[config.mk]
export PLATFORM = sky130hd
export DESIGN_NAME = json_indent_formatter_unit_flat
export DESIGN_NICKNAME = d
export VERILOG_FILES = /design/src/design/jif_pkg.sv /design/src/design/jif_req_if.sv /design/src/design/jif_rsp_if.sv /design/src/design/jif_useq.sv /design/src/design/json_indent_formatter_unit.sv /design/src/flat_wrapper.sv
export SDC_FILE = /design/constraint.sdc
export NUM_CORES = 1
export LEC_CHECK = 0
export BUFFER_PORTS_ARGS = -buffer_cell sky130_fd_sc_hd__buf_2
export CORE_MARGIN = 2
export CORE_UTILIZATION = 53
export DETAILED_ROUTE_END_ITERATION = 7
export HOLD_SLACK_MARGIN = 0.15
export PLACE_DENSITY = 0.86
export SETUP_SLACK_MARGIN = 0.2
export SLEW_MARGIN = 20
export SYNTH_ARGS = -nofsm -noshare
export SYNTH_HDL_FRONTEND = slang
export SYNTH_SLANG_ARGS = --single-unit
[constraint.sdc]
create_clock -name clock -period 3 [get_ports clock]
set_input_delay 0.6 -clock clock [delete_from_list [all_inputs] [get_ports clock]]
set_output_delay 0.6 -clock clock [all_outputs]
set_load 0.005 [all_outputs]
[src/design/jif_pkg.sv]
// jif_pkg: shared constants, types and microcode ROM of the JSON indent formatter.
// No dependencies; used by every other file of the block.
package jif_pkg;

   localparam int CHAR_W      = 16;
   localparam int MAX_LEVEL   = 15;
   localparam int MIN_LEVEL   = -16;
   localparam int INDENT_STEP = 4;
   localparam int LVL_W       = 5;
   localparam int CNT_W       = $clog2(MAX_LEVEL * INDENT_STEP + 1);
   localparam int UPC_W       = 4;

   localparam logic [CHAR_W-1:0] CH_NL    = CHAR_W'(10);
   localparam logic [CHAR_W-1:0] CH_SP    = CHAR_W'(32);
   localparam logic [CHAR_W-1:0] CH_QUOTE = CHAR_W'(8'h22);
   localparam logic [CHAR_W-1:0] CH_COMMA = CHAR_W'(8'h2C);
   localparam logic [CHAR_W-1:0] CH_COLON = CHAR_W'(8'h3A);
   localparam logic [CHAR_W-1:0] CH_LSQ   = CHAR_W'(8'h5B);
   localparam logic [CHAR_W-1:0] CH_RSQ   = CHAR_W'(8'h5D);
   localparam logic [CHAR_W-1:0] CH_LBR   = CHAR_W'(8'h7B);
   localparam logic [CHAR_W-1:0] CH_RBR   = CHAR_W'(8'h7D);

   typedef logic [CHAR_W-1:0]         char_type;
   typedef logic signed [LVL_W-1:0]   level_type;
   typedef logic signed [LVL_W+1:0]   wlevel_type;
   typedef logic [CNT_W-1:0]          cnt_type;
   typedef logic [UPC_W-1:0]          upc_type;

   // word source selected by a microcode step
   typedef enum logic [1:0] {
      SRC_CHAR,
      SRC_NL,
      SRC_SP
   } src_type;

   // branch condition of a microcode step
   typedef enum logic [1:0] {
      COND_NEVER,
      COND_ALWAYS,
      COND_ZERO,
      COND_ONE
   } cond_type;

   typedef struct packed {
      src_type  src;
      logic     dec;      // count down the space counter
      cond_type cond;
      upc_type  next_pc;  // branch not taken
      upc_type  jmp_pc;   // branch taken
      logic     jmp_end;  // taken branch finishes the input word
   } uword_type;

   // sequencer status seen by the datapath
   typedef struct packed {
      logic    busy;
      src_type src;
      logic    last;
   } useq_stat_type;

   // program entry points
   localparam upc_type UPC_PLAIN    = UPC_W'(0);
   localparam upc_type UPC_COLON    = UPC_W'(1);
   localparam upc_type UPC_COLON_SP = UPC_W'(2);
   localparam upc_type UPC_OPEN     = UPC_W'(3);
   localparam upc_type UPC_OPEN_NL  = UPC_W'(4);
   localparam upc_type UPC_OPEN_SP  = UPC_W'(5);
   localparam upc_type UPC_CLOSE    = UPC_W'(6);
   localparam upc_type UPC_CLOSE_SP = UPC_W'(7);
   localparam upc_type UPC_CLOSE_CH = UPC_W'(8);

   function automatic uword_type ucode_rom(input upc_type pc);
      uword_type w;
      w = '{SRC_CHAR, 1'b0, COND_ALWAYS, UPC_PLAIN, UPC_PLAIN, 1'b1};
      unique case (pc)
         UPC_PLAIN:    w = '{SRC_CHAR, 1'b0, COND_ALWAYS, UPC_PLAIN,    UPC_PLAIN,    1'b1};
         UPC_COLON:    w = '{SRC_CHAR, 1'b0, COND_NEVER,  UPC_COLON_SP, UPC_PLAIN,    1'b0};
         UPC_COLON_SP: w = '{SRC_SP,   1'b0, COND_ALWAYS, UPC_PLAIN,    UPC_PLAIN,    1'b1};
         UPC_OPEN:     w = '{SRC_CHAR, 1'b0, COND_NEVER,  UPC_OPEN_NL,  UPC_PLAIN,    1'b0};
         UPC_OPEN_NL:  w = '{SRC_NL,   1'b0, COND_ZERO,   UPC_OPEN_SP,  UPC_PLAIN,    1'b1};
         UPC_OPEN_SP:  w = '{SRC_SP,   1'b1, COND_ONE,    UPC_OPEN_SP,  UPC_PLAIN,    1'b1};
         UPC_CLOSE:    w = '{SRC_NL,   1'b0, COND_ZERO,   UPC_CLOSE_SP, UPC_CLOSE_CH, 1'b0};
         UPC_CLOSE_SP: w = '{SRC_SP,   1'b1, COND_ONE,    UPC_CLOSE_SP, UPC_CLOSE_CH, 1'b0};
         UPC_CLOSE_CH: w = '{SRC_CHAR, 1'b0, COND_ALWAYS, UPC_PLAIN,    UPC_PLAIN,    1'b1};
         default:      w = '{SRC_CHAR, 1'b0, COND_ALWAYS, UPC_PLAIN,    UPC_PLAIN,    1'b1};
      endcase
      return w;
   endfunction

   function automatic level_type sat_level(input wlevel_type v);
      level_type r;
      if (int'(v) > MAX_LEVEL)
         r = level_type'(MAX_LEVEL);
      else if (int'(v) < MIN_LEVEL)
         r = level_type'(MIN_LEVEL);
      else
         r = level_type'(v);
      return r;
   endfunction

   // indent width; zero or negative level gives no spaces
   function automatic cnt_type indent_cnt(input wlevel_type v);
      cnt_type r;
      if (int'(v) > 0)
         r = cnt_type'(int'(v) * INDENT_STEP);
      else
         r = '0;
      return r;
   endfunction

endpackage

[src/design/jif_req_if.sv]
// jif_req_if: input channel of the JSON indent formatter (valid/ready plus one word).
// Depends on jif_pkg.
interface jif_req_if;
   logic               valid;
   logic               ready;
   jif_pkg::char_type  char_in;
   logic               start_req;

   modport source (output valid, output char_in, output start_req, input ready);
   modport sink   (input valid, input char_in, input start_req, output ready);
endinterface

[src/design/jif_rsp_if.sv]
// jif_rsp_if: result channel of the JSON indent formatter (valid/ready plus one word).
// Depends on jif_pkg.
interface jif_rsp_if;
   logic               valid;
   logic               ready;
   jif_pkg::char_type  char_out;
   logic               last;

   modport source (output valid, output char_out, output last, input ready);
   modport sink   (input valid, input char_out, input last, output ready);
endinterface

[src/design/jif_useq.sv]
// jif_useq: microcode sequencer; step counter, space counter and control ROM.
// Depends on jif_pkg (ROM, word and status types).
module jif_useq (
   input  logic                    clock,
   input  logic                    reset,
   input  logic                    load,
   input  jif_pkg::upc_type        entry,
   input  jif_pkg::cnt_type        count,
   input  logic                    advance,
   output jif_pkg::useq_stat_type  stat
);

   jif_pkg::upc_type   pc_ff, pc_in;
   jif_pkg::cnt_type   cnt_ff, cnt_in;
   logic               busy_ff, busy_in;
   jif_pkg::uword_type uw;
   logic               taken;
   logic               step;

   always_comb begin
      uw = jif_pkg::ucode_rom(pc_ff);
      unique case (uw.cond)
         jif_pkg::COND_NEVER:  taken = 1'b0;
         jif_pkg::COND_ALWAYS: taken = 1'b1;
         jif_pkg::COND_ZERO:   taken = (cnt_ff == '0);
         jif_pkg::COND_ONE:    taken = (cnt_ff == jif_pkg::cnt_type'(1));
         default:              taken = 1'b1;
      endcase
   end

   assign step      = busy_ff && advance;
   assign stat.busy = busy_ff;
   assign stat.src  = uw.src;
   assign stat.last = taken && uw.jmp_end;

   always_comb begin
      pc_in   = pc_ff;
      cnt_in  = cnt_ff;
      busy_in = busy_ff;
      if (step) begin
         pc_in = taken ? uw.jmp_pc : uw.next_pc;
         if (uw.dec)
            cnt_in = cnt_ff - jif_pkg::cnt_type'(1);
         if (taken && uw.jmp_end)
            busy_in = 1'b0;
      end
      if (load) begin
         pc_in   = entry;
         cnt_in  = count;
         busy_in = 1'b1;
      end
   end

   always_ff @(posedge clock) begin
      if (reset) begin
         busy_ff <= 1'b0;
         pc_ff   <= jif_pkg::UPC_PLAIN;
      end else begin
         busy_ff <= busy_in;
         pc_ff   <= pc_in;
      end
      cnt_ff <= cnt_in;
   end

endmodule

[src/design/json_indent_formatter_unit.sv]
// json_indent_formatter_unit: adds line breaks and indentation to compact JSON text.
// An accepted input word is loaded into the sequencer, which feeds the output register.
// Throughput: one output word per cycle from the microcode sequencer unless the output stalls,
// so an input word yields 1 to 62 output words; the next one is taken as the last goes out.
// Reset (synchronous): level 1, all flags clear, sequencer idle, output register empty.
// Depends on jif_pkg, jif_req_if, jif_rsp_if and jif_useq.
module json_indent_formatter_unit (
   input  logic        clock,
   input  logic        reset,
   jif_req_if.sink     req_if,
   jif_rsp_if.source   rsp_if
);

   jif_pkg::level_type     level_ff, level_in;
   logic                   quote_ff, quote_in;
   logic                   square_ff, square_in;
   logic                   closed_ff, closed_in;
   jif_pkg::char_type      char_ff;
   logic                   rsp_valid_ff, rsp_valid_in;
   jif_pkg::char_type      rsp_char_ff, rsp_char_in;
   logic                   rsp_last_ff, rsp_last_in;

   jif_pkg::useq_stat_type stat;
   logic                   advance;
   logic                   accept;
   jif_pkg::upc_type       entry;
   jif_pkg::cnt_type       count;

   jif_pkg::level_type     base_level;
   logic                   base_quote, base_square, base_closed;
   jif_pkg::wlevel_type    base_w;
   jif_pkg::wlevel_type    close_w;
   jif_pkg::level_type     close_level;

   assign advance       = !rsp_valid_ff || rsp_if.ready;
   assign req_if.ready  = !stat.busy || (advance && stat.last);
   assign accept        = req_if.valid && req_if.ready;

   // decode of the incoming word against state (or reset values on start)
   always_comb begin
      base_level  = req_if.start_req ? jif_pkg::level_type'(1) : level_ff;
      base_quote  = req_if.start_req ? 1'b0 : quote_ff;
      base_square = req_if.start_req ? 1'b0 : square_ff;
      base_closed = req_if.start_req ? 1'b0 : closed_ff;
      base_w      = jif_pkg::wlevel_type'(base_level);

      if (req_if.char_in == jif_pkg::CH_RSQ && base_square)
         close_w = base_w - jif_pkg::wlevel_type'(2);
      else
         close_w = base_w - jif_pkg::wlevel_type'(1);
      close_level = jif_pkg::sat_level(close_w);

      level_in  = base_level;
      quote_in  = base_quote;
      square_in = base_square;
      closed_in = base_closed;
      entry     = jif_pkg::UPC_PLAIN;
      count     = '0;

      priority if (req_if.char_in == jif_pkg::CH_LSQ || req_if.char_in == jif_pkg::CH_LBR) begin
         entry     = jif_pkg::UPC_OPEN;
         count     = jif_pkg::indent_cnt(base_w);
         level_in  = jif_pkg::sat_level(base_w + jif_pkg::wlevel_type'(1));
         closed_in = 1'b0;
         if (req_if.char_in == jif_pkg::CH_LSQ)
            square_in = 1'b1;
      end else if (req_if.char_in == jif_pkg::CH_RSQ || req_if.char_in == jif_pkg::CH_RBR) begin
         entry     = jif_pkg::UPC_CLOSE;
         count     = jif_pkg::indent_cnt(jif_pkg::wlevel_type'(close_level));
         level_in  = close_level;
         closed_in = 1'b1;
         if (req_if.char_in == jif_pkg::CH_RSQ && base_square)
            square_in = 1'b0;
      end else if (req_if.char_in == jif_pkg::CH_COMMA && !base_quote) begin
         entry = jif_pkg::UPC_OPEN;
         if (base_closed) begin
            count    = jif_pkg::indent_cnt(base_w);
            level_in = jif_pkg::sat_level(base_w + jif_pkg::wlevel_type'(1));
         end else begin
            count    = jif_pkg::indent_cnt(base_w - jif_pkg::wlevel_type'(1));
         end
      end else if (req_if.char_in == jif_pkg::CH_COLON) begin
         entry = jif_pkg::UPC_COLON;
      end else begin
         if (req_if.char_in == jif_pkg::CH_QUOTE)
            quote_in = !base_quote;
      end
   end

   jif_useq u_useq (
      .clock   (clock),
      .reset   (reset),
      .load    (accept),
      .entry   (entry),
      .count   (count),
      .advance (advance),
      .stat    (stat)
   );

   // output register
   always_comb begin
      rsp_valid_in = rsp_valid_ff;
      rsp_char_in  = rsp_char_ff;
      rsp_last_in  = rsp_last_ff;
      if (stat.busy && advance) begin
         rsp_valid_in = 1'b1;
         rsp_last_in  = stat.last;
         unique case (stat.src)
            jif_pkg::SRC_CHAR: rsp_char_in = char_ff;
            jif_pkg::SRC_NL:   rsp_char_in = jif_pkg::CH_NL;
            jif_pkg::SRC_SP:   rsp_char_in = jif_pkg::CH_SP;
            default:           rsp_char_in = char_ff;
         endcase
      end else if (rsp_if.ready) begin
         rsp_valid_in = 1'b0;
      end
   end

   always_ff @(posedge clock) begin
      if (reset) begin
         level_ff     <= jif_pkg::level_type'(1);
         quote_ff     <= 1'b0;
         square_ff    <= 1'b0;
         closed_ff    <= 1'b0;
         rsp_valid_ff <= 1'b0;
      end else begin
         if (accept) begin
            level_ff  <= level_in;
            quote_ff  <= quote_in;
            square_ff <= square_in;
            closed_ff <= closed_in;
         end
         rsp_valid_ff <= rsp_valid_in;
      end
      if (accept)
         char_ff <= req_if.char_in;
      rsp_char_ff <= rsp_char_in;
      rsp_last_ff <= rsp_last_in;
   end

   assign rsp_if.valid    = rsp_valid_ff;
   assign rsp_if.char_out = rsp_char_ff;
   assign rsp_if.last     = rsp_last_ff;

endmodule

[src/flat_wrapper.sv]
// flat-port wrapper written by rule: the top's interface ports become plain ports
module json_indent_formatter_unit_flat 
  (clock, reset, req_if_valid, req_if_char_in, req_if_start_req, req_if_ready, rsp_if_valid, rsp_if_char_out, rsp_if_last, rsp_if_ready);
  jif_req_if req_if_i ();
  jif_rsp_if rsp_if_i ();
  input  logic clock;
  input  logic reset;
  input wire logic [$bits(req_if_i.valid)-1:0] req_if_valid;
  input wire logic [$bits(req_if_i.char_in)-1:0] req_if_char_in;
  input wire logic [$bits(req_if_i.start_req)-1:0] req_if_start_req;
  output wire logic [$bits(req_if_i.ready)-1:0] req_if_ready;
  output wire logic [$bits(rsp_if_i.valid)-1:0] rsp_if_valid;
  output wire logic [$bits(rsp_if_i.char_out)-1:0] rsp_if_char_out;
  output wire logic [$bits(rsp_if_i.last)-1:0] rsp_if_last;
  input wire logic [$bits(rsp_if_i.ready)-1:0] rsp_if_ready;
  assign req_if_i.valid = req_if_valid;
  assign req_if_i.char_in = req_if_char_in;
  assign req_if_i.start_req = req_if_start_req;
  assign req_if_ready = req_if_i.ready;
  assign rsp_if_valid = rsp_if_i.valid;
  assign rsp_if_char_out = rsp_if_i.char_out;
  assign rsp_if_last = rsp_if_i.last;
  assign rsp_if_i.ready = rsp_if_ready;
  json_indent_formatter_unit u_core (.clock(clock), .reset(reset), .req_if(req_if_i), .rsp_if(rsp_if_i));
endmodule
== Word-level counts from Yosys, hierarchy flattened ==
Memories as Yosys holds them, arrays and structs flattened. A register that Yosys moved wholly into a read port is not among the register bits.
Cells that the tools add are included.
Cells by class
  $lt $le $gt $ge: 7
  shift operators: 0
  divide/modulo/power cells: 0
  eq/ne operators: 13
  $mul: 0
  reductions and logical operators: 21
  multiplexer cells: 50
  bitwise logic cells: 0
  add/sub/neg operators: 4
Operator list (count)
  == test 16 x 7 -> 1 bit (second input constant): 4
  2-to-1 mux 6 bit: 10
  == test 16 x 6 -> 1 bit (second input constant): 3
  2-to-1 mux 5 bit: 9
  2-to-1 mux 4 bit: 8
  case mux 16 bit (2 select lines): 1
  2-to-1 mux 1 bit: 20
  greater-than comparator 5 x 1 -> 1 bit (second input constant): 2
  nonzero test 2 bit: 4
  greater-than comparator 7 x 5 -> 1 bit (second input constant): 1
  less-than comparator 7 x 5 -> 1 bit (second input constant): 1
  2-to-1 mux 7 bit: 1
  adder 5 x 2 -> 6 bit (second input constant): 1
  == test 2 bit (second input constant): 3
  == test 6 x 1 -> 1 bit (second input constant): 1
  greater-than comparator 6 x 1 -> 1 bit (second input constant): 1
  greater-than comparator 6 x 5 -> 1 bit (second input constant): 1
  logical AND 1 bit: 6
  logical NOT 6 bit: 1
  less-than comparator 6 x 5 -> 1 bit (second input constant): 1
  subtractor 5 x 2 -> 6 bit (second input constant): 1
  subtractor 5 x 3 -> 6 bit (second input constant): 1
  subtractor 6 x 1 -> 6 bit (second input constant): 1
  == test 2 x 1 -> 1 bit (second input constant): 2
  other kinds (5): 11
Storage, ports and cells
  bits in registers: 53
  bits in latches: 0
  word-level logic and storage cells: 107
  output and inout port bits: 19
  bits in read-only memories: 160
  input port bits: 21
  bits in writable memories: 0
  memories: 1
Memories
  (no name shown): words 16, bits a word 10, rd ports 1, clocked after Yosys merged registers in 1, write ports 0, line jif_pkg.sv:74  | unique case (pc)

== Depth between registers and ports, before layout ==
  word-level depth: 11
  mapped depth: 11
  gate-level depth less buffers: 9

== Cells and area by module ==
A second synthesis with hierarchy kept.
Second synthesis, totals
  cells, all modules: 371
  area, all modules: 3549.7 um2
By module, submodules not included
  json_indent_formatter_unit: area each 2518.7 um2, seq. area each 1171.1 um2, times used 1, cells each 265
  jif_useq: area each 1031.0 um2, seq. area each 460.4 um2, times used 1, cells each 106

== Worst setup path before layout ==
Ideal clock, no wire load.
  path kind: input to register
  start point: input req_if_start_req
  end point: register u_core.u_useq.cnt_ff[2] (data pin)
  required time: 2820 ps
  path buffers: 3
  stages: 11
  arrival: 3031 ps
  setup time: 180 ps
  path slack: -211 ps
  path through: clkbuf_1 > clkbuf_1 > nand2b_1 > ha_1 > clkbuf_1 > nor4b_1 > a211oi_1 > nand3_1 > a221oi_1 > o21ai_0 > a221oi_1
Between the ends
  word-level cells in the longest chain between the ends: 11
  elaborated cells on any way between the ends: 25
  classes of those cells: 2 x add/sub; 5 x order compare; 15 x mux; 3 x reduce/logical
RTL lines
  start: declaration: line flat_wrapper.sv:10  | input wire logic [$bits(req_if_i.start_req)-1:0] req_if_start_req;
  2-to-1 mux 5 bit or 2-to-1 mux 1 bit (tied branches): line json_indent_formatter_unit.sv:41, json_indent_formatter_unit.sv:43
  subtractor 5 x 2 -> 6 bit (tied with other cells): line json_indent_formatter_unit.sv:50, json_indent_formatter_unit.sv:80
  2-to-1 mux 7 bit: line json_indent_formatter_unit.sv:47  | if (req_if.char_in == jif_pkg::CH_RSQ && base_square)
  less-than comparator 7 x 5 -> 1 bit: line jif_pkg.sv:93  | else if (int'(v) < MIN_LEVEL)
  2-to-1 mux 5 bit: line jif_pkg.sv:93
  2-to-1 mux 5 bit: line jif_pkg.sv:91  | if (int'(v) > MAX_LEVEL)
  greater-than comparator 5 x 1 -> 1 bit: line jif_pkg.sv:103  | if (int'(v) > 0)
  2-to-1 mux 6 bit: line jif_pkg.sv:103
  2-to-1 mux 6 bit: line json_indent_formatter_unit.sv:67  | end else if (req_if.char_in == jif_pkg::CH_RSQ || req_if.char_in == jif_pkg::CH_RBR) begin
  2-to-1 mux 6 bit (*): line json_indent_formatter_unit.sv:60  | priority if (req_if.char_in == jif_pkg::CH_LSQ || req_if.char_in == jif_pkg::CH_LBR) begin
  2-to-1 mux 6 bit (*): line jif_useq.sv:47  | if (load) begin
  via u_core.u_useq.cnt_in[2]: line jif_useq.sv:14  | jif_pkg::cnt_type cnt_ff, cnt_in;
  end signal: assignment: line jif_useq.sv:62  | cnt_ff <= cnt_in;
  end: declaration: line jif_useq.sv:14
The timed path passes the listed nets; every way through them passes the cells marked *.
A chain may end at the register's enable or synchronous reset.

==> impl_results.md <==
* Outcome: complete, no violations
* Drt initial violations at roughly 250
* Clock insertion delay at the later pin of the skew report at 0.35 ns
* Dpl hpwl at between 6000 and 7000 um
* Routed wire per std cell at 17.8 um
* Reg2reg path depth at 8
* Top_reg_cell synth: edfxtp_1
* FFs w/ async S/R, synth at 0
* First-pass GRT wire length at 14,800 um
* Hold Path Depth at 1
* Syn Area/Cell at 9.44 um2
* Layout cells sized above 1 at 0.218
* DR pass1 iterations at 5
* Reg2reg start: u_core.u_useq.cnt_ff[2]
* Worst Tran Pin Value at 0.694 ns
* Seq/Total Area, Yosys at 0.450
* Hold Crit Class: in2reg
* Switching pwr at between 600 and 700 uW
* Height of the die at 86.7 um
* Total CTS buffers at 9
* Layout fillers at between 500 and 600
* Port bufs at 39
* Setup TNS at 0 ns
* Cells after Synth at 384
* CTS tree: done
* Hold slack at 0.436 ns
* Initial antenna violation count at 0
* IO Pins at 40
* Max Slew Vio Count at 0
* Worst EP arrival at around 2.1 ns
* Min cycle time layout at 2.73 ns
* Switching share of power at 0.282
* PwrDens at 566 nW/um2
* Residual DRC at 0
* Worst Hold End: u_core.char_ff[8]
* Final wirelength at between 9000 and 10,000 um
* Sink Count at 62
* Total Nets Final at 467
* Critical Path Start Type: flop
* Comb pwr share at 0.208
* P&R area growth vs syn at 17.4%
* Critical Path End Type: output pin
* Critical path class: reg2out
* Critical path peak fanout at 4
* Pleak at between 1.5 and 2 nW
* Final setup margin at 0.273 ns
* Antenna-violating nets left at 0
* Worst R2R End: u_core.u_useq.uw[7]
* Starting Density at 0.539
* Pint at 1.73 mW
* Flops & latches, synth at 62
* Max VDD drop at 231 uV
* EDFF count, synth at 39
* WP data required at 2.40 ns
* Max Fclk at 0.367 GHz
* Overflow after GRT at 0
* Flop pwr share at 0.455
* RSZ-0062 raised after global routing: no
* Final period util at 0.909
* CTS clk-pin slew, worst paths at 0.07 ns
* Die area at approximately 7500 um2
* Final clock skew at 0.00756 ns
* Largest net degree at the start of global routing at 22
* Vias per cell at 6.18
* Ant. Diodes at 0
* Row count at 30
* DR vias at 3,211
* Max cap viols at 0
* Routability Congestion at roughly 0.94
* Max_slew headroom at 0.537
* Horiz. Die Dim at 86.7 um
* Clock root buffer: clkbuf_8
* Max Root-Sink Buffers at 2
* Fin util at 0.633
* Clock power frac at 0.338
* Syn Std Cell Area at 3620 um2
* Final Hold Viols at 0
* Yosys warnings at 0
* Overall fraction of global-route tracks in use at 0.257
* Syn nets at between 400 and 500
* Hold Startpoint: req_if_char_in[8]
* Unique masters post-synth at 66
* Place WS at 0.0629 ns
* Final setup fails at 0
* R2r setup slk at 0.39 ns
* Core area at 6720 um2
* H-tree depth at 3
* Vias in the first global route at 3,066
synthesized netlist by cell type, types with 6 or more instances:
cell / n / area share
nor2_1: 25 / 0.026
o21ai_0: 18 / 0.025
nor4_1: 7 / 0.012
inv_1: 17 / 0.018
nand2_1: 39 / 0.040
nand2b_1: 15 / 0.026
edfxtp_1: 39 / 0.32
dfxtp_1: 23 / 0.13
nor2b_1: 12 / 0.021
clkbuf_1: 14 / 0.015
ha_1: 11 / 0.038
a31oi_1: 9 / 0.016
xnor2_1: 6 / 0.015
a21oi_1: 23 / 0.032
and2_1: 17 / 0.029
nand3_1: 8 / 0.011
cell type report:
class / count / area [um2] / area share
Tap cell: 80 / 100 / 0.0235
Sequential cell: 62 / 1630 / 0.384
Clock inverter: 7 / 98.8 / 0.0232
Multi-Input combinational cell: 286 / 1890 / 0.444
Clock buffer: 9 / 124 / 0.0291
Inverter: 17 / 63.8 / 0.0150
Timing Repair Buffer: 59 / 345 / 0.0812
routing by layer:
metal  track usage  up-vias  wire length, um
met5             0        -                0
li1              -     1532                -
met1         0.315     1503             3720
met3        0.0610       19              681
met2         0.436      157             4660
met4         0.102        0              211
worst max-delay path: stages, from the launching register on:
cell	delay, ns
edfxtp_1	0.46
or4_4	0.60
a211oi_4	0.28
and2_1	0.19
nand2_1	0.07
nand2_1	0.08
buf_2	0.10
what timing repair did:
item	in CTS	in global routing
buffers inserted	1	1
setup endpoints to repair	1	1
pin swaps	1	1
hold buffers	0	0
cloned	0	0
gates resized for setup	2	0
cell usage in the layout, fill, tap and decap left out, types with 5 or more instances in the layout:
cell,n
a21o_1,5
a21oi_1,23
a31oi_1,9
and2_1,17
buf_2,39
buf_4,20
clkbuf_8,9
dfxtp_1,23
edfxtp_1,39
ha_1,11
inv_1,17
nand2_1,39
nand2b_1,14
nand3_1,8
nor2_1,25
nor2b_1,12
nor4_1,6
o21ai_0,17
xnor2_1,6
power groups by stage:
stage / logic [mW] / registers [mW] / clock network [mW]
finish: 0.500 / 1.10 / 0.813
floorplan: 0.327 / 1.10 / 0
global route: 0.553 / 1.11 / 0.854
global placement: 0.457 / 1.11 / 0
detailed placement: 0.467 / 1.11 / 0
CTS: 0.488 / 1.10 / 0.820
cells by family (layout without fill, tap and decap cells):
logic type,Yosys count,count (layout),share of synthesized area
AND/OR/NAND/NOR,156,156,0.238
AO/OA/AOI/OAI,110,110,0.211
flip-flops,62,62,0.450
buffers and inverters,36,92,0.0397
adder cells (fa/ha/maj),11,11,0.0380
XOR/XNOR,7,7,0.0169
multiplexers,2,2,0.00587
sequential cells by signal, indices dropped and copies added (netlist names):
name and flops:
u_core.char_ff 16, u_core.closed_ff 1, u_core.level_ff 5, u_core.quote_ff 1, u_core.rsp_if.char_out 16, u_core.rsp_if.last 1, u_core.rsp_if.valid 1, u_core.square_ff 1
u_core.u_useq.busy_ff 1, u_core.u_useq.cnt_ff 6, u_core.u_useq.pc_ff 4, u_core.u_useq.uw 9
worst max-delay path by stage:
stage                            startpoint                       to  slack [ns]  depth (start not counted)
floorplan                  req_if_start_req  u_core.u_useq.cnt_ff[2]        0.21                         11
global placement         req_if_char_in[11]       u_core.level_ff[3]        0.18                          7
detailed placement       req_if_char_in[11]       u_core.level_ff[3]        0.06                          7
CTS                 u_core.u_useq.cnt_ff[2]             req_if_ready        0.24                          6
global route        u_core.u_useq.cnt_ff[2]             req_if_ready        0.22                          6
finish              u_core.u_useq.cnt_ff[2]             req_if_ready        0.27                          6
through the flow:
step / power (mW) / std cells / area, um2
6_report: 2.41 / 520 / 4250
5_1_grt: 2.51 / 520 / 4250
4_1_cts: 2.40 / 519 / 4250
3_5_place_dp: 1.58 / 502 / 4010
3_3_place_gp: 1.56 / 502 / 4010
2_1_floorplan: 1.43 / 384 / 3680
Note: power is estimated with default switching activity, not from simulation.
